File: src/rtl/core/bhsq_pkg.sv
// Package: shared constants, types and register codes of the sensor qualifier.
package bhsq_pkg;

  localparam int SAMPLE_BITS         = 10;
  localparam int SAMPLES_PER_AVERAGE = 5;

  // Block sums and the counter that walks one block.
  localparam int SUM_W = SAMPLE_BITS + $clog2(SAMPLES_PER_AVERAGE);
  localparam int CNT_W = $clog2(SAMPLES_PER_AVERAGE + 1);

  // Truncated average through a reciprocal; exact for every sum below 2**SUM_W.
  localparam int RECIP_SHIFT = SUM_W + $clog2(SAMPLES_PER_AVERAGE) + 1;
  localparam int RECIP_W     = RECIP_SHIFT + 1;
  localparam int RECIP_MUL   = ((2 ** RECIP_SHIFT) + SAMPLES_PER_AVERAGE - 1)
                               / SAMPLES_PER_AVERAGE;
  localparam int AVG_PROD_W  = SUM_W + RECIP_W;

  // Threshold compares: avg*100 against baseline*pct.
  localparam int PCT_W     = 8;
  localparam int PCT_SCALE = 100;
  localparam int PROD_W    = SAMPLE_BITS + PCT_W;

  // Duty: (light-100)*100/900 reduces to (light-100)/9, by reciprocal.
  localparam int DUTY_W       = 7;
  localparam int LIGHT_FLOOR  = 100;
  localparam int FULL_SCALE   = 1000;
  localparam int DUTY_DIV     = (FULL_SCALE - LIGHT_FLOOR) / PCT_SCALE;
  localparam int DUTY_SHIFT   = SAMPLE_BITS + 4;
  localparam int DUTY_MUL     = ((2 ** DUTY_SHIFT) + DUTY_DIV - 1) / DUTY_DIV;
  localparam int DUTY_PROD_W  = SAMPLE_BITS + DUTY_SHIFT;
  localparam int DUTY_LOW     = 5;
  localparam int DUTY_HIGH    = 95;
  localparam int DUTY_MAX     = 100;

  // Queue between front and back.
  localparam int QUEUE_DEPTH = 2;
  localparam int QUEUE_AW    = $clog2(QUEUE_DEPTH);
  localparam int QUEUE_CW    = $clog2(QUEUE_DEPTH + 1);

  // Configuration port.
  localparam int NUM_REGS   = 6;
  localparam int ADDR_W     = $clog2(NUM_REGS * 4);
  localparam int REG_IDX_W  = ADDR_W - 2;
  localparam int APB_DATA_W = 32;

  localparam logic [PCT_W-1:0] LIGHT_ON_RST      = PCT_W'(180);
  localparam logic [PCT_W-1:0] LIGHT_OFF_RST     = PCT_W'(120);
  localparam logic [PCT_W-1:0] TEMP_ON_RST       = PCT_W'(104);
  localparam logic [PCT_W-1:0] TEMP_OFF_RST      = PCT_W'(101);
  localparam logic [PCT_W-1:0] TOUCH_PRESS_RST   = PCT_W'(70);
  localparam logic [PCT_W-1:0] TOUCH_RELEASE_RST = PCT_W'(90);

  typedef enum logic [REG_IDX_W-1:0] {
    REG_LIGHT_ON      = REG_IDX_W'(0),
    REG_LIGHT_OFF     = REG_IDX_W'(1),
    REG_TEMP_ON       = REG_IDX_W'(2),
    REG_TEMP_OFF      = REG_IDX_W'(3),
    REG_TOUCH_PRESS   = REG_IDX_W'(4),
    REG_TOUCH_RELEASE = REG_IDX_W'(5)
  } cfg_reg_e;

  typedef struct packed {
    logic [SAMPLE_BITS-1:0] light;
    logic [SAMPLE_BITS-1:0] touch;
    logic [SAMPLE_BITS-1:0] temp;
  } avg_t;

  typedef struct packed {
    logic [SUM_W-1:0] light;
    logic [SUM_W-1:0] touch;
    logic [SUM_W-1:0] temp;
  } sum_t;

  typedef struct packed {
    logic [PCT_W-1:0] light_on;
    logic [PCT_W-1:0] light_off;
    logic [PCT_W-1:0] temp_on;
    logic [PCT_W-1:0] temp_off;
    logic [PCT_W-1:0] touch_press;
    logic [PCT_W-1:0] touch_release;
  } pct_t;

  typedef struct packed {
    logic [PROD_W-1:0] light_on;
    logic [PROD_W-1:0] light_off;
    logic [PROD_W-1:0] temp_on;
    logic [PROD_W-1:0] temp_off;
    logic [PROD_W-1:0] touch_press;
    logic [PROD_W-1:0] touch_release;
  } lim_t;

  // Push/full handshake from the front into the queue.
  typedef struct packed {
    logic push;
    avg_t data;
  } q_wr_t;

endpackage

File: src/rtl/core/bhsq_if.sv
// Interfaces: conversion channel and result channel with valid/ready handshake.
interface bhsq_in_if;
  logic                                valid;
  logic                                ready;
  logic [bhsq_pkg::SAMPLE_BITS-1:0]    light_sample;
  logic [bhsq_pkg::SAMPLE_BITS-1:0]    touch_sample;
  logic [bhsq_pkg::SAMPLE_BITS-1:0]    temp_sample;

  modport source (output valid, light_sample, touch_sample, temp_sample, input ready);
  modport sink   (input valid, light_sample, touch_sample, temp_sample, output ready);
endinterface

interface bhsq_out_if;
  logic                           valid;
  logic                           ready;
  logic                           light_led;
  logic                           temp_led;
  logic                           touch_led;
  logic [bhsq_pkg::DUTY_W-1:0]    duty_percent;

  modport source (output valid, light_led, temp_led, touch_led, duty_percent, input ready);
  modport sink   (input valid, light_led, temp_led, touch_led, duty_percent, output ready);
endinterface

File: src/rtl/core/bhsq_cfg.sv
// Threshold register file behind the APB-style write/read port.
module bhsq_cfg (
  input  logic                               clk_i,
  input  logic                               rst_ni,
  input  logic                               psel,
  input  logic                               penable,
  input  logic                               pwrite,
  input  logic [bhsq_pkg::ADDR_W-1:0]        paddr,
  input  logic [bhsq_pkg::APB_DATA_W-1:0]    pwdata,
  output logic [bhsq_pkg::APB_DATA_W-1:0]    prdata,
  output logic                               pready,
  output bhsq_pkg::pct_t                     pct_o
);

  bhsq_pkg::pct_t             pct_q, pct_d;
  bhsq_pkg::cfg_reg_e         idx;
  logic                       wr_en;
  logic [bhsq_pkg::PCT_W-1:0] wr_val;
  logic [bhsq_pkg::PCT_W-1:0] rd_val;

  assign pready = 1'b1;
  assign wr_en  = psel && penable && pwrite && pready;
  assign wr_val = pwdata[bhsq_pkg::PCT_W-1:0];
  assign idx    = bhsq_pkg::cfg_reg_e'(paddr[bhsq_pkg::ADDR_W-1:2]);

  always_comb begin
    pct_d = pct_q;
    if (wr_en) begin
      unique case (idx)
        bhsq_pkg::REG_LIGHT_ON:      pct_d.light_on      = wr_val;
        bhsq_pkg::REG_LIGHT_OFF:     pct_d.light_off     = wr_val;
        bhsq_pkg::REG_TEMP_ON:       pct_d.temp_on       = wr_val;
        bhsq_pkg::REG_TEMP_OFF:      pct_d.temp_off      = wr_val;
        bhsq_pkg::REG_TOUCH_PRESS:   pct_d.touch_press   = wr_val;
        bhsq_pkg::REG_TOUCH_RELEASE: pct_d.touch_release = wr_val;
        default: ;
      endcase
    end
  end

  always_comb begin
    unique case (idx)
      bhsq_pkg::REG_LIGHT_ON:      rd_val = pct_q.light_on;
      bhsq_pkg::REG_LIGHT_OFF:     rd_val = pct_q.light_off;
      bhsq_pkg::REG_TEMP_ON:       rd_val = pct_q.temp_on;
      bhsq_pkg::REG_TEMP_OFF:      rd_val = pct_q.temp_off;
      bhsq_pkg::REG_TOUCH_PRESS:   rd_val = pct_q.touch_press;
      bhsq_pkg::REG_TOUCH_RELEASE: rd_val = pct_q.touch_release;
      default:                     rd_val = '0;
    endcase
  end

  assign prdata = bhsq_pkg::APB_DATA_W'(rd_val);
  assign pct_o  = pct_q;

  always_ff @(posedge clk_i or negedge rst_ni) begin
    if (!rst_ni) begin
      pct_q.light_on      <= bhsq_pkg::LIGHT_ON_RST;
      pct_q.light_off     <= bhsq_pkg::LIGHT_OFF_RST;
      pct_q.temp_on       <= bhsq_pkg::TEMP_ON_RST;
      pct_q.temp_off      <= bhsq_pkg::TEMP_OFF_RST;
      pct_q.touch_press   <= bhsq_pkg::TOUCH_PRESS_RST;
      pct_q.touch_release <= bhsq_pkg::TOUCH_RELEASE_RST;
    end else begin
      pct_q <= pct_d;
    end
  end

endmodule

File: src/rtl/core/bhsq_front.sv
// Front end: accumulate conversions, average each block, capture the baseline.
module bhsq_front (
  input  logic                 clk_i,
  input  logic                 rst_ni,
  bhsq_in_if.sink              sample_i,
  input  logic                 full_i,
  output bhsq_pkg::q_wr_t      wr_o,
  output bhsq_pkg::avg_t       base_o
);

  localparam logic [bhsq_pkg::CNT_W-1:0] LAST_CNT =
    bhsq_pkg::CNT_W'(bhsq_pkg::SAMPLES_PER_AVERAGE - 1);
  localparam logic [bhsq_pkg::RECIP_W-1:0] RECIP =
    bhsq_pkg::RECIP_W'(bhsq_pkg::RECIP_MUL);

  bhsq_pkg::sum_t              sum_q, sum_d, sum_nxt;
  bhsq_pkg::sum_t              blk_q, blk_d;
  logic [bhsq_pkg::CNT_W-1:0]  cnt_q, cnt_d;
  logic                        blk_valid_q, blk_valid_d;
  logic                        base_valid_q, base_valid_d;
  bhsq_pkg::avg_t              base_q, base_d;
  bhsq_pkg::avg_t              avg;
  logic [bhsq_pkg::AVG_PROD_W-1:0] prod_light, prod_touch, prod_temp;
  logic                        last, blk_take, accept;

  assign last     = (cnt_q == LAST_CNT);
  // A finished block leaves when it becomes the baseline or the queue has room.
  assign blk_take = blk_valid_q && (!base_valid_q || !full_i);
  assign sample_i.ready = !last || !blk_valid_q || blk_take;
  assign accept   = sample_i.valid && sample_i.ready;

  always_comb begin
    sum_nxt.light = sum_q.light + bhsq_pkg::SUM_W'(sample_i.light_sample);
    sum_nxt.touch = sum_q.touch + bhsq_pkg::SUM_W'(sample_i.touch_sample);
    sum_nxt.temp  = sum_q.temp  + bhsq_pkg::SUM_W'(sample_i.temp_sample);
  end

  always_comb begin
    sum_d       = sum_q;
    cnt_d       = cnt_q;
    blk_d       = blk_q;
    blk_valid_d = blk_valid_q && !blk_take;
    if (accept) begin
      if (last) begin
        blk_d       = sum_nxt;
        blk_valid_d = 1'b1;
        sum_d       = '0;
        cnt_d       = '0;
      end else begin
        sum_d = sum_nxt;
        cnt_d = cnt_q + bhsq_pkg::CNT_W'(1);
      end
    end
  end

  always_comb begin
    prod_light = bhsq_pkg::AVG_PROD_W'(blk_q.light) * bhsq_pkg::AVG_PROD_W'(RECIP);
    prod_touch = bhsq_pkg::AVG_PROD_W'(blk_q.touch) * bhsq_pkg::AVG_PROD_W'(RECIP);
    prod_temp  = bhsq_pkg::AVG_PROD_W'(blk_q.temp)  * bhsq_pkg::AVG_PROD_W'(RECIP);
    avg.light  = prod_light[bhsq_pkg::RECIP_SHIFT +: bhsq_pkg::SAMPLE_BITS];
    avg.touch  = prod_touch[bhsq_pkg::RECIP_SHIFT +: bhsq_pkg::SAMPLE_BITS];
    avg.temp   = prod_temp[bhsq_pkg::RECIP_SHIFT +: bhsq_pkg::SAMPLE_BITS];
  end

  always_comb begin
    base_d       = base_q;
    base_valid_d = base_valid_q;
    if (blk_take && !base_valid_q) begin
      base_d       = avg;
      base_valid_d = 1'b1;
    end
  end

  assign wr_o.push = blk_take && base_valid_q;
  assign wr_o.data = avg;
  assign base_o    = base_q;

  always_ff @(posedge clk_i or negedge rst_ni) begin
    if (!rst_ni) begin
      sum_q        <= '0;
      cnt_q        <= '0;
      blk_valid_q  <= 1'b0;
      base_valid_q <= 1'b0;
      base_q       <= '0;
    end else begin
      sum_q        <= sum_d;
      cnt_q        <= cnt_d;
      blk_valid_q  <= blk_valid_d;
      base_valid_q <= base_valid_d;
      base_q       <= base_d;
    end
  end

  always_ff @(posedge clk_i) begin
    blk_q <= blk_d;
  end

endmodule

File: src/rtl/core/bhsq_fifo.sv
// Short queue of block averages between front and back.
module bhsq_fifo (
  input  logic                 clk_i,
  input  logic                 rst_ni,
  input  bhsq_pkg::q_wr_t      wr_i,
  output logic                 full_o,
  input  logic                 pop_i,
  output logic                 valid_o,
  output bhsq_pkg::avg_t       data_o
);

  localparam logic [bhsq_pkg::QUEUE_AW-1:0] LAST_PTR =
    bhsq_pkg::QUEUE_AW'(bhsq_pkg::QUEUE_DEPTH - 1);
  localparam logic [bhsq_pkg::QUEUE_CW-1:0] DEPTH =
    bhsq_pkg::QUEUE_CW'(bhsq_pkg::QUEUE_DEPTH);

  bhsq_pkg::avg_t                  mem_q [bhsq_pkg::QUEUE_DEPTH];
  logic [bhsq_pkg::QUEUE_AW-1:0]   wr_ptr_q, wr_ptr_d, rd_ptr_q, rd_ptr_d;
  logic [bhsq_pkg::QUEUE_CW-1:0]   cnt_q, cnt_d;
  logic                            do_wr, do_rd;

  assign full_o  = (cnt_q == DEPTH);
  assign valid_o = (cnt_q != '0);
  assign data_o  = mem_q[rd_ptr_q];
  assign do_wr   = wr_i.push && !full_o;
  assign do_rd   = pop_i && valid_o;

  always_comb begin
    wr_ptr_d = wr_ptr_q;
    rd_ptr_d = rd_ptr_q;
    cnt_d    = cnt_q;
    if (do_wr) begin
      wr_ptr_d = (wr_ptr_q == LAST_PTR) ? '0 : wr_ptr_q + bhsq_pkg::QUEUE_AW'(1);
    end
    if (do_rd) begin
      rd_ptr_d = (rd_ptr_q == LAST_PTR) ? '0 : rd_ptr_q + bhsq_pkg::QUEUE_AW'(1);
    end
    if (do_wr && !do_rd) begin
      cnt_d = cnt_q + bhsq_pkg::QUEUE_CW'(1);
    end else if (do_rd && !do_wr) begin
      cnt_d = cnt_q - bhsq_pkg::QUEUE_CW'(1);
    end
  end

  always_ff @(posedge clk_i or negedge rst_ni) begin
    if (!rst_ni) begin
      wr_ptr_q <= '0;
      rd_ptr_q <= '0;
      cnt_q    <= '0;
    end else begin
      wr_ptr_q <= wr_ptr_d;
      rd_ptr_q <= rd_ptr_d;
      cnt_q    <= cnt_d;
    end
  end

  always_ff @(posedge clk_i) begin
    if (do_wr) begin
      mem_q[wr_ptr_q] <= wr_i.data;
    end
  end

endmodule

File: src/rtl/core/bhsq_back.sv
// Back end: scale and threshold products, hysteresis and touch toggle, duty clamp.
module bhsq_back (
  input  logic                 clk_i,
  input  logic                 rst_ni,
  input  logic                 valid_i,
  input  bhsq_pkg::avg_t       data_i,
  output logic                 pop_o,
  input  bhsq_pkg::avg_t       base_i,
  input  bhsq_pkg::pct_t       pct_i,
  bhsq_out_if.source           result_o
);

  localparam int SB = bhsq_pkg::SAMPLE_BITS;
  localparam int PW = bhsq_pkg::PROD_W;
  localparam int DW = bhsq_pkg::DUTY_PROD_W;

  // Stage A: products
  logic               a_valid_q, a_valid_d;
  logic [PW-1:0]      light_a_q, temp_a_q, touch_a_q;
  bhsq_pkg::lim_t     lim_q;
  logic [SB-1:0]      duty_raw_q;
  logic [SB-1:0]      light_x;
  logic [DW-1:0]      duty_prod;

  // Stage B: state and result register
  logic               out_valid_q, out_valid_d;
  logic               light_st_q, temp_st_q, touch_st_q, held_q;
  logic               light_st_d, temp_st_d, touch_st_d, held_d;
  logic [bhsq_pkg::DUTY_W-1:0] duty_q, duty_d;
  logic               advance, a_take, a_load;
  logic               press, rel, toggle;

  assign advance = !out_valid_q || result_o.ready;
  assign a_take  = a_valid_q && advance;
  assign a_load  = !a_valid_q || advance;
  assign pop_o   = valid_i && a_load;

  assign a_valid_d   = pop_o || (a_valid_q && !a_take);
  assign out_valid_d = a_take || (out_valid_q && !result_o.ready);

  // Light below the floor gives a zero quotient, which clamps to zero.
  always_comb begin
    light_x   = (data_i.light >= SB'(bhsq_pkg::LIGHT_FLOOR))
                ? data_i.light - SB'(bhsq_pkg::LIGHT_FLOOR) : '0;
    duty_prod = DW'(light_x) * DW'(bhsq_pkg::DUTY_MUL);
  end

  // Hysteresis: off wins where both compares hold.
  always_comb begin
    light_st_d = light_st_q;
    temp_st_d  = temp_st_q;
    touch_st_d = touch_st_q;
    held_d     = held_q;
    duty_d     = duty_q;
    press      = (touch_a_q <= lim_q.touch_press);
    rel        = (touch_a_q >= lim_q.touch_release);
    toggle     = press && !held_q;
    if (a_take) begin
      if (light_a_q <= lim_q.light_off) begin
        light_st_d = 1'b0;
      end else if (light_a_q >= lim_q.light_on) begin
        light_st_d = 1'b1;
      end
      if (temp_a_q <= lim_q.temp_off) begin
        temp_st_d = 1'b0;
      end else if (temp_a_q >= lim_q.temp_on) begin
        temp_st_d = 1'b1;
      end
      if (toggle) begin
        touch_st_d = !touch_st_q;
      end
      // Re-arm after a toggle in the same step, so release wins.
      if (rel) begin
        held_d = 1'b0;
      end else if (toggle) begin
        held_d = 1'b1;
      end
      if (duty_raw_q <= SB'(bhsq_pkg::DUTY_LOW)) begin
        duty_d = '0;
      end else if (duty_raw_q >= SB'(bhsq_pkg::DUTY_HIGH)) begin
        duty_d = bhsq_pkg::DUTY_W'(bhsq_pkg::DUTY_MAX);
      end else begin
        duty_d = duty_raw_q[bhsq_pkg::DUTY_W-1:0];
      end
    end
  end

  assign result_o.valid        = out_valid_q;
  assign result_o.light_led    = light_st_q;
  assign result_o.temp_led     = temp_st_q;
  assign result_o.touch_led    = touch_st_q;
  assign result_o.duty_percent = duty_q;

  always_ff @(posedge clk_i or negedge rst_ni) begin
    if (!rst_ni) begin
      a_valid_q   <= 1'b0;
      out_valid_q <= 1'b0;
      light_st_q  <= 1'b0;
      temp_st_q   <= 1'b0;
      touch_st_q  <= 1'b0;
      held_q      <= 1'b0;
    end else begin
      a_valid_q   <= a_valid_d;
      out_valid_q <= out_valid_d;
      light_st_q  <= light_st_d;
      temp_st_q   <= temp_st_d;
      touch_st_q  <= touch_st_d;
      held_q      <= held_d;
    end
  end

  always_ff @(posedge clk_i) begin
    duty_q <= duty_d;
    if (pop_o) begin
      light_a_q <= PW'(data_i.light) * PW'(bhsq_pkg::PCT_SCALE);
      temp_a_q  <= PW'(data_i.temp)  * PW'(bhsq_pkg::PCT_SCALE);
      touch_a_q <= PW'(data_i.touch) * PW'(bhsq_pkg::PCT_SCALE);
      lim_q.light_on      <= PW'(base_i.light) * PW'(pct_i.light_on);
      lim_q.light_off     <= PW'(base_i.light) * PW'(pct_i.light_off);
      lim_q.temp_on       <= PW'(base_i.temp)  * PW'(pct_i.temp_on);
      lim_q.temp_off      <= PW'(base_i.temp)  * PW'(pct_i.temp_off);
      lim_q.touch_press   <= PW'(base_i.touch) * PW'(pct_i.touch_press);
      lim_q.touch_release <= PW'(base_i.touch) * PW'(pct_i.touch_release);
      duty_raw_q <= duty_prod[bhsq_pkg::DUTY_SHIFT +: SB];
    end
  end

endmodule

File: src/rtl/core/baseline_hysteresis_sensor_qualifier_unit.sv
// Top level: baseline hysteresis sensor qualifier (front, queue, back, config).
// Throughput: one conversion transaction per cycle unless stalled; a result every fifth after the baseline block.
// Path: a block's sum is registered when its last conversion is taken; its average then
//   passes through the queue, the product stage and the result register.
// Reset: asynchronous, active low; clears sums, baseline, LED states and queue, and
//   loads the threshold registers with their defaults. No clearing pass is needed.
module baseline_hysteresis_sensor_qualifier_unit (
  input  logic                               clk_i,
  input  logic                               rst_ni,
  // configuration port
  input  logic                               psel,
  input  logic                               penable,
  input  logic                               pwrite,
  input  logic [bhsq_pkg::ADDR_W-1:0]        paddr,
  input  logic [bhsq_pkg::APB_DATA_W-1:0]    pwdata,
  output logic [bhsq_pkg::APB_DATA_W-1:0]    prdata,
  output logic                               pready,
  // conversion and result channels
  bhsq_in_if.sink                            sample_i,
  bhsq_out_if.source                         result_o
);

  bhsq_pkg::pct_t   pct;
  bhsq_pkg::avg_t   base;
  bhsq_pkg::avg_t   q_data;
  bhsq_pkg::q_wr_t  q_wr;
  logic             q_full;
  logic             q_valid;
  logic             q_pop;

  // Threshold registers; to be written only while the datapath is idle, which the block itself does not enforce.
  bhsq_cfg u_cfg (
    .clk_i   (clk_i),
    .rst_ni  (rst_ni),
    .psel    (psel),
    .penable (penable),
    .pwrite  (pwrite),
    .paddr   (paddr),
    .pwdata  (pwdata),
    .prdata  (prdata),
    .pready  (pready),
    .pct_o   (pct)
  );

  // Front: sum each block, average it, keep the first average as the baseline
  // and drop it; forward every later average into the queue.
  bhsq_front u_front (
    .clk_i    (clk_i),
    .rst_ni   (rst_ni),
    .sample_i (sample_i),
    .full_i   (q_full),
    .wr_o     (q_wr),
    .base_o   (base)
  );

  // Decouple the two halves so either can stall on its own.
  bhsq_fifo u_fifo (
    .clk_i   (clk_i),
    .rst_ni  (rst_ni),
    .wr_i    (q_wr),
    .full_o  (q_full),
    .pop_i   (q_pop),
    .valid_o (q_valid),
    .data_o  (q_data)
  );

  // Back: exact percent compares against the baseline, touch toggle and duty.
  // The baseline is fixed before the first average reaches the queue.
  bhsq_back u_back (
    .clk_i    (clk_i),
    .rst_ni   (rst_ni),
    .valid_i  (q_valid),
    .data_i   (q_data),
    .pop_o    (q_pop),
    .base_i   (base),
    .pct_i    (pct),
    .result_o (result_o)
  );

endmodule
File: src/flat_wrapper.sv
// flat-port wrapper written by rule: the top's interface ports become plain ports
module baseline_hysteresis_sensor_qualifier_unit_flat 
  (clk_i, rst_ni, psel, penable, pwrite, paddr, pwdata, prdata, pready, sample_i_valid, sample_i_light_sample, sample_i_touch_sample, sample_i_temp_sample, sample_i_ready, result_o_valid, result_o_light_led, result_o_temp_led, result_o_touch_led, result_o_duty_percent, result_o_ready);
  bhsq_in_if sample_i_i ();
  bhsq_out_if result_o_i ();
  input  logic clk_i;
  input  logic rst_ni;
  input  logic psel;
  input  logic penable;
  input  logic pwrite;
  input  logic [bhsq_pkg::ADDR_W-1:0] paddr;
  input  logic [bhsq_pkg::APB_DATA_W-1:0] pwdata;
  output logic [bhsq_pkg::APB_DATA_W-1:0] prdata;
  output logic pready;
  input wire logic [$bits(sample_i_i.valid)-1:0] sample_i_valid;
  input wire logic [$bits(sample_i_i.light_sample)-1:0] sample_i_light_sample;
  input wire logic [$bits(sample_i_i.touch_sample)-1:0] sample_i_touch_sample;
  input wire logic [$bits(sample_i_i.temp_sample)-1:0] sample_i_temp_sample;
  output wire logic [$bits(sample_i_i.ready)-1:0] sample_i_ready;
  output wire logic [$bits(result_o_i.valid)-1:0] result_o_valid;
  output wire logic [$bits(result_o_i.light_led)-1:0] result_o_light_led;
  output wire logic [$bits(result_o_i.temp_led)-1:0] result_o_temp_led;
  output wire logic [$bits(result_o_i.touch_led)-1:0] result_o_touch_led;
  output wire logic [$bits(result_o_i.duty_percent)-1:0] result_o_duty_percent;
  input wire logic [$bits(result_o_i.ready)-1:0] result_o_ready;
  assign sample_i_i.valid = sample_i_valid;
  assign sample_i_i.light_sample = sample_i_light_sample;
  assign sample_i_i.touch_sample = sample_i_touch_sample;
  assign sample_i_i.temp_sample = sample_i_temp_sample;
  assign sample_i_ready = sample_i_i.ready;
  assign result_o_valid = result_o_i.valid;
  assign result_o_light_led = result_o_i.light_led;
  assign result_o_temp_led = result_o_i.temp_led;
  assign result_o_touch_led = result_o_i.touch_led;
  assign result_o_duty_percent = result_o_i.duty_percent;
  assign result_o_i.ready = result_o_ready;
  baseline_hysteresis_sensor_qualifier_unit u_core (.clk_i(clk_i), .rst_ni(rst_ni), .psel(psel), .penable(penable), .pwrite(pwrite), .paddr(paddr), .pwdata(pwdata), .prdata(prdata), .pready(pready), .sample_i(sample_i_i), .result_o(result_o_i));
endmodule
File: config.mk
export PLATFORM = sky130hd
export DESIGN_NAME = baseline_hysteresis_sensor_qualifier_unit_flat
export DESIGN_NICKNAME = d
export VERILOG_FILES = /design/src/rtl/core/bhsq_pkg.sv /design/src/rtl/core/bhsq_if.sv /design/src/rtl/core/bhsq_cfg.sv /design/src/rtl/core/bhsq_front.sv /design/src/rtl/core/bhsq_fifo.sv /design/src/rtl/core/bhsq_back.sv /design/src/rtl/core/baseline_hysteresis_sensor_qualifier_unit.sv /design/src/flat_wrapper.sv
export SDC_FILE = /design/constraint.sdc
export NUM_CORES = 2
export LEC_CHECK = 0
export ABC_AREA = 1
export BUFFER_PORTS_ARGS = -buffer_cell sky130_fd_sc_hd__buf_4
export CORE_UTILIZATION = 55
export DETAILED_ROUTE_END_ITERATION = 10
export PLACE_DENSITY = 0.74
export SYNTH_ARGS = -nofsm -noshare
export SYNTH_HDL_FRONTEND = slang
export SYNTH_SLANG_ARGS = --single-unit
export TNS_END_PERCENT = 50
File: constraint.sdc
create_clock -name clk_i -period 5.6 [get_ports clk_i]
set_clock_uncertainty 0.05 [all_clocks]
set_input_delay 0.56 -clock clk_i [delete_from_list [all_inputs] [get_ports clk_i]]
set_output_delay 0.56 -clock clk_i [all_outputs]
set_load 0.03 [all_outputs]
=== Word-level counts from Yosys, hierarchy flattened ===
Memory sizes are Yosys's and may differ from the RTL's.
Index checks and enable logic that the tools add are counted.
Widths: inputs -> output; s select.

* Add/subtract/negate cells: 9
* Magnitude comparators: 9
* Reductions and logical operators: 54
* Equality and inequality tests: 7
* Multipliers: 13
* Multiplexer cells: 19

{| class="wikitable"
|+ Operators by type and width
! kind !! number
|-
| $mul 10x8->18 || 6
|-
| $mul 13x15->27 const B || 3
|-
| $ge 17x18->1 || 3
|-
| $le 17x18->1 || 3
|-
| $pmux 8 s6 || 1
|-
| $mul 10x5->15 const B || 3
|-
| $add 13x10->13 || 3
|-
| $mux 39 || 1
|-
| $reduce_and 2->1 || 11
|-
| $mul 10x11->21 const B || 1
|-
| $logic_and 1x1->1 || 16
|-
| $logic_not 1->1 || 13
|-
| $mux 1 || 12
|-
| $ge 10x7->1 const B || 1
|-
| $mux 10 || 1
|-
| $reduce_bool 2->1 || 5
|-
| $sub 10x7->10 const B || 1
|-
| $eq 3x3->1 const B || 3
|-
| $ge 7x7->1 const B || 1
|-
| $le 7x3->1 const B || 1
|-
| $logic_or 1x1->1 || 7
|-
| $mux 7 || 1
|-
| $eq 3x2->1 const B || 2
|-
| $mux 2 || 2
|-
| 9 further kinds || 10
|}

* Bits in writable memories: 60
* Flip-flop bits (word level): 338
* Memories: 1
* Bits of input ports: 74
* Word-level logic and storage cells: 151

{| class="wikitable"
|+ Memories
! memory !! words !! width !! read ports !! clocked after memory_dff !! wr ports !! RTL line !! source
|-
| u_core.u_fifo.mem_q || 2 || 30 || 1 || 0 || 1 || bhsq_fifo.sv:17 || <nowiki>bhsq_pkg::avg_t mem_q [bhsq_pkg::QUEUE_DEPTH];</nowiki>
|}

=== Logic depth before layout (Yosys ltp) ===
* Word-level depth: 10
* Mapped depth: 35
* Mapped depth without buffers: 34

=== Hierarchy ===
From an unflattened synthesis, not the netlist that was laid out.

* Cell total of the unflattened synthesis: 5988
* Area total of the unflattened synthesis: 50094.3 µm²

{| class="wikitable"
|+ Modules (own cells, without submodules)
! module !! area each (µm²) !! cells an instance !! seq. area each (µm²) !! instances
|-
| bhsq_back || 28862.7 || 3511 || 5165.0 || 1
|-
| bhsq_front || 15989.1 || 1956 || 3022.9 || 1
|-
| bhsq_cfg || 2840.2 || 333 || 1228.7 || 1
|-
| bhsq_fifo || 2402.3 || 188 || 1901.8 || 1
|}

=== Worst setup path after synthesis ===
OpenSTA, ideal clock, no wires.

* Kind: reg2reg
* From: register u_core.u_fifo.rd_ptr_q
* To: register u_core.u_back.duty_raw_q[5] (data pin)
* Path slack: -389 ps
* Library setup time: 252 ps
* Clock period less this slack: 5989 ps
* Required time: 5298 ps
* Arrival time: 5686 ps
* Stages on the path, launching flop included: 34
* Cell sequence: dfrtp_1 -> inv_2 -> clkbuf_1 -> buf_2 -> or2_2 -> o21ai_0 -> ha_1 -> inv_1 -> nand2_1 -> nand2_1 -> nand2_1 -> nand3_2 -> inv_1 -> nor3_1 -> inv_1 -> fa_1 -> inv_1 -> ha_1 -> inv_1 -> fa_1 -> inv_1 -> fa_1 -> fa_1 -> ha_1 -> nand2_1 -> nor2_1 -> a211oi_1 -> nand2_1 -> nand2_1 -> nand2_1 -> nand2_1 -> nand2_1 -> nand2_1 -> nand2_1

* Cells in the longest elaborated chain, start to end: 4
* Elaborated cells on any way between the ends: 5
* Those cells by class: add/sub (1); mul (1); order compare (1); mux (1); memory (1)

{| class="wikitable"
|+ RTL lines
! what !! RTL line !! source
|-
| from (decl) || bhsq_fifo.sv:18 || <nowiki>logic [bhsq_pkg::QUEUE_AW-1:0] wr_ptr_q, wr_ptr_d, rd_ptr_q, rd_ptr_d;</nowiki>
|-
| from (signal assigned) || bhsq_fifo.sv:52 || <nowiki>rd_ptr_q <= rd_ptr_d;</nowiki>
|-
| $mem_v2 2x30 * || - ||
|-
| $sub 10x7->10 or $ge 10x7->1 (tied branches) || bhsq_back.sv:44, bhsq_back.sv:43 ||
|-
| $mux 10 * || bhsq_back.sv:44 || <nowiki>? data_i.light - SB'(bhsq_pkg::LIGHT_FLOOR) : '0;</nowiki>
|-
| $mul 10x11->21 * || bhsq_back.sv:45 || <nowiki>duty_prod = DW'(light_x) * DW'(bhsq_pkg::DUTY_MUL);</nowiki>
|-
| named net u_core.u_back.duty_prod[19] || bhsq_back.sv:23 || <nowiki>logic [DW-1:0] duty_prod;</nowiki>
|-
| to (signal assigned) || bhsq_back.sv:124 || <nowiki>duty_raw_q <= duty_prod[bhsq_pkg::DUTY_SHIFT +: SB];</nowiki>
|-
| to (decl) || bhsq_back.sv:21 || <nowiki>logic [SB-1:0] duty_raw_q;</nowiki>
|}

Mark *: on every way through the listed nets, which the timed path passes. The rest lies on a longest branch.
A chain may end at the register's enable or synchronous reset.

==> results <==
- At the pin with the least slew margin, the transition time is approximately 1.1 ns.
- The number of synthesized flops with an enable pin is approximately 270.
- The port buffer count is 67.
- Cells fill about three fifths of the core in the end.
- The cell family with the largest share of critical-path delay is adder cells.
- The logic depth of the worst register-to-register path is 31.
- In the post-synthesis netlist, the biggest area contributors are sky130_fd_sc_hd__fa_1 21%, sky130_fd_sc_hd__ha_1 20%, sky130_fd_sc_hd__edfxtp_1 17%.
- The first global-routing pass estimated 181000 um of wire.
- The initial antenna violation count is 0.
- The type of the most critical hold path is in -> async.
- After synthesis, the netlist uses 57 different library cells.
- The maximum cell stage delay along the critical path is roughly 0.57 ns.
- The hold violation count in the final report is 0.
- After synthesis the netlist holds a flip-flop and latch count of ~400.
- The number of standard-cell rows in the floorplan is between 100 and 150.
- The total detailed-routing wirelength is approximately 110000 um.
- The via-per-instance ratio is around 5.2.
- The number of buffers created by CTS is 47.
- The number of logic stages on the critical path including buffering is 31.
- The critical path ends at u_core.u_back.duty_raw_q[5].
- The maximum number of pins on one net before global-route repair is 97.
- The flow ran to the end, but the final reports show violations.
- The hold buffer count at cts is 0.
- The time the final worst path needs with I/O delays and setup is ~5.7 ns.
- The worst register-to-register path ends at u_core.u_back.duty_raw_q[5].
- Setup repair after global routing could not meet its margin everywhere.
- The effective utilization at floorplan is 55.4%.
- The tool flagged a number of max-cap violations equal to 0.
- The clock edge transition at the registers on the reported setup and hold paths is about 0.06 ns.
- The wire length per cell is approximately 16 um.
- The post-route fraction of the period consumed by the critical path is 103%.
- The weighted congestion reported at the end of routability-driven placement is 0.911.
- In this run the biggest area consumer among cell types represents approximately a fifth of the synthesized area.
- In this run the deepest clock path goes through 3 buffers.
- Derived from the worst setup path, the maximum achievable clock frequency is 174 MHz.
- The detail route stage leaves a number of antenna-violating nets equal to 0.
- For the worst setup path, the data arrival time is slightly above 6 ns.
- The type of destination of the critical path is a flop.
- The number of filler cells placed in the layout is 7357.
- Once routing completed, OpenROAD measured the worst setup slack at -0.148 ns.
- The leading register cell type out of synthesis is sky130_fd_sc_hd__edfxtp_1.
- The via count of the first global-routing pass was 36.9k.
- The post-synthesis cell type with the largest combined area is sky130_fd_sc_hd__fa_1.
- For this run, the total global-route usage over all layers was measured as between 20% and 30%.
- The total number of clock tree sinks is between 300 and 400.
- The number of design-rule violations left by the first detailed-router iteration is 2076.
- The warning count from the yosys run is 0.
- The number of buffers and inverters on the critical path is 8.
- The antenna diode instance count is 0.
- The routed layout has between 30k and 40k vias.
- In the final layout, flip-flops and latches occupy roughly 0.011 sq mm.
- Measured along the x axis, the die boundary spans ~300 um.
- In this run the worst path has a maximum fanout of 5.
- After synthesis, flip-flops and latches occupy a little under a quarter of the total area.
- The floorplan step defined a die boundary enclosing approximately 0.089 sq mm.
- The required time reported for the critical path endpoint is about 6 ns.
- The slowest stage of the critical path is the sky130_fd_sc_hd__fa_1 cell.
- The share of async-settable or async-resettable flops after synthesis is between 30% and 40%.
- Averaged over all synthesized cells, the footprint is 8.68 sq um.
- The most numerous cell type found on the critical path is sky130_fd_sc_hd__nand2_1.
- The area of the multi-input gates is 0.0315 sq mm.
- The start of the worst register-to-register path is u_core.u_fifo.rd_ptr_q.
- The final reports fail on setup timing.
- From bottom edge to top edge, the die measures 298 um.
- During I/O placement, the number of pins put on the boundary was approximately 120.
- The core region area is about 0.087 sq mm.
- The synthesized area is 0.0480 sq mm.
- The root buffer cell is sky130_fd_sc_hd__clkbuf_16.
- The HPWL after detailed placement is around 89000 um.
- The clock tree from TritonCTS is built.
- The residual DRC count is 0.
- Measured against its own limit, the worst slew margin works out to 24.4%.
- The origin of the worst setup path is u_core.u_fifo.rd_ptr_q.
- The startpoint type of the worst setup path is a flop.
- Relative to the synthesized area, the layout overhead comes to 7.98%.
- CTS built an H-tree with a depth of 2.
- After the last flow step, the layout net total stands at between 6k and 7k.
- The instance count of the mapped netlist is 5534.
- The category of the most critical setup path is reg -> reg.
- The final number of setup-violating endpoints is 6.
- The aggregate global routing overflow is 0.
- The max-slew violation total from the final report is 0.
- The detailed-routing iteration count for the pre-antenna-repair pass is 7.
- Ranked by instance count, the synthesized netlist is headed by 1281 x sky130_fd_sc_hd__inv_1, 1212 x sky130_fd_sc_hd__nand2_1, 759 x sky130_fd_sc_hd__ha_1, 496 x sky130_fd_sc_hd__fa_1, 266 x sky130_fd_sc_hd__edfxtp_1.
- The register-to-register setup slack is -0.15 ns.
- The worst setup timing slack at the placement stage is -0.0409 ns.
- The clock latency of the later-clocked register in the worst-skew pair is roughly 0.60 ns.
- The post-route netlist has roughly 6.3% of its cells at a drive strength greater than 1.
- Among all cell types in the netlist, the one instantiated most often is sky130_fd_sc_hd__inv_1.
-- flip-flops by register name (all words and copies together), names as in the netlist --
signal / flops
u_core.u_fifo.cnt_q: 2
u_core.u_cfg.pct_o: 48
u_core.u_back.a_valid_q: 1
u_core.u_front.base_o: 30
u_core.u_back.result_o.light_led: 1
u_core.u_back.light_a_q: 15
u_core.u_front.base_valid_q: 1
u_core.u_back.touch_a_q: 15
u_core.u_front.blk_valid_q: 1
u_core.u_front.cnt_q: 3
u_core.u_fifo.rd_ptr_q: 1
u_core.u_back.duty_raw_q: 7
u_core.u_fifo.mem_q: 60
u_core.u_back.held_q: 1
u_core.u_back.lim_q: 108
u_core.u_fifo.wr_ptr_q: 1
u_core.u_front.blk_q: 39
u_core.u_back.result_o.valid: 1
u_core.u_back.temp_a_q: 15
u_core.u_back.result_o.touch_led: 1
u_core.u_back.result_o.duty_percent: 7
u_core.u_back.result_o.temp_led: 1
u_core.u_front.sum_q: 39
-- timing repair --
item                                    4_1_cts  5_1_grt
gates resized for setup                       2       57
cloned                                        0        1
endpoints found under the setup margin        3        7
setup buffers                                 2        6
pin swaps                                     0       26
-- cell type report --
type	count	share of cell area (%)
clock buffers	61	2.45
clock inverters	27	0.550
inverters	1290	9.36
multi-input cells	3709	60.7
flip-flops and latches	398	21.8
well taps	1155	2.79
repair buffers	160	2.36
repair inverters	1	0.0145
-- cells by family (layout without fill, tap and decap cells) --
kind of cell	Yosys count	count (layout)	synth area share, %
flops	398	398	23.6
other cells	2	25	0.0156
buf+inv	1450	1539	11.6
fa+ha+maj	1255	1255	40.4
simple gates	1692	1692	14.4
xor+xnor	177	177	3.23
compound gates	560	560	6.72
-- layer usage --
layer | vias up | GRT usage (%) | routed length (um)
li1 | 17369 | - | -
met3 | 198 | 2.94 | 5330
met1 | 17115 | 32.3 | 46500
met4 | 0 | 8.00 | 3410
met5 | - | 0 | 0
met2 | 819 | 43.9 | 52900
-- cell usage in the layout, fill, tap and decap left out, drive strengths merged, types with 22 or more instances in the layout --
cell | netlist | routed
inv | 1289 | 1296
nand2 | 1217 | 1217
ha | 759 | 759
fa | 496 | 496
edfxtp | 266 | 266
a21oi | 228 | 228
nor2 | 188 | 188
o21ai | 183 | 183
buf | 34 | 160
nand3 | 151 | 151
xor2 | 121 | 121
dfrtp | 110 | 110
clkbuf | 126 | 61
xnor2 | 56 | 56
nor3 | 37 | 37
nand4 | 34 | 34
a21o | 29 | 29
conb | 2 | 25
dfstp | 22 | 22
o21a | 22 | 22
-- per-stage QoR --
step | instance area [sq um] | setup TNS, ns | std cells | hold slack, ns
6_report | 51900 | -0.412 | 6801 | 0.00690
5_1_grt | 51900 | -1.58 | 6801 | 0.0547
4_1_cts | 51600 | 0 | 6794 | 0.0251
3_5_place_dp | 50000 | -0.0727 | 6704 | 0.412
3_3_place_gp | 50000 | -0.0194 | 6704 | 0.403
2_1_floorplan | 48100 | 0 | 5557 | 0.214
-- how the worst min path moves through the flow --
stage / slack, ns / startpoint / endpoint
2_1_floorplan: 0.21 / rst_ni / u_core.u_back.a_valid_q
3_3_place_gp: 0.40 / u_core.u_back.held_q / u_core.u_back.held_q
3_5_place_dp: 0.41 / u_core.u_back.held_q / u_core.u_back.held_q
4_1_cts: 0.03 / rst_ni / u_core.u_front.base_o[9]
5_1_grt: 0.05 / rst_ni / u_core.u_front.base_o[9]
6_report: 0.007 / rst_ni / u_core.u_front.base_o[6]
Power is left out: the tool's default activity adds up to more than one toggle a clock period on the data nets, which glitch-free logic cannot reach.
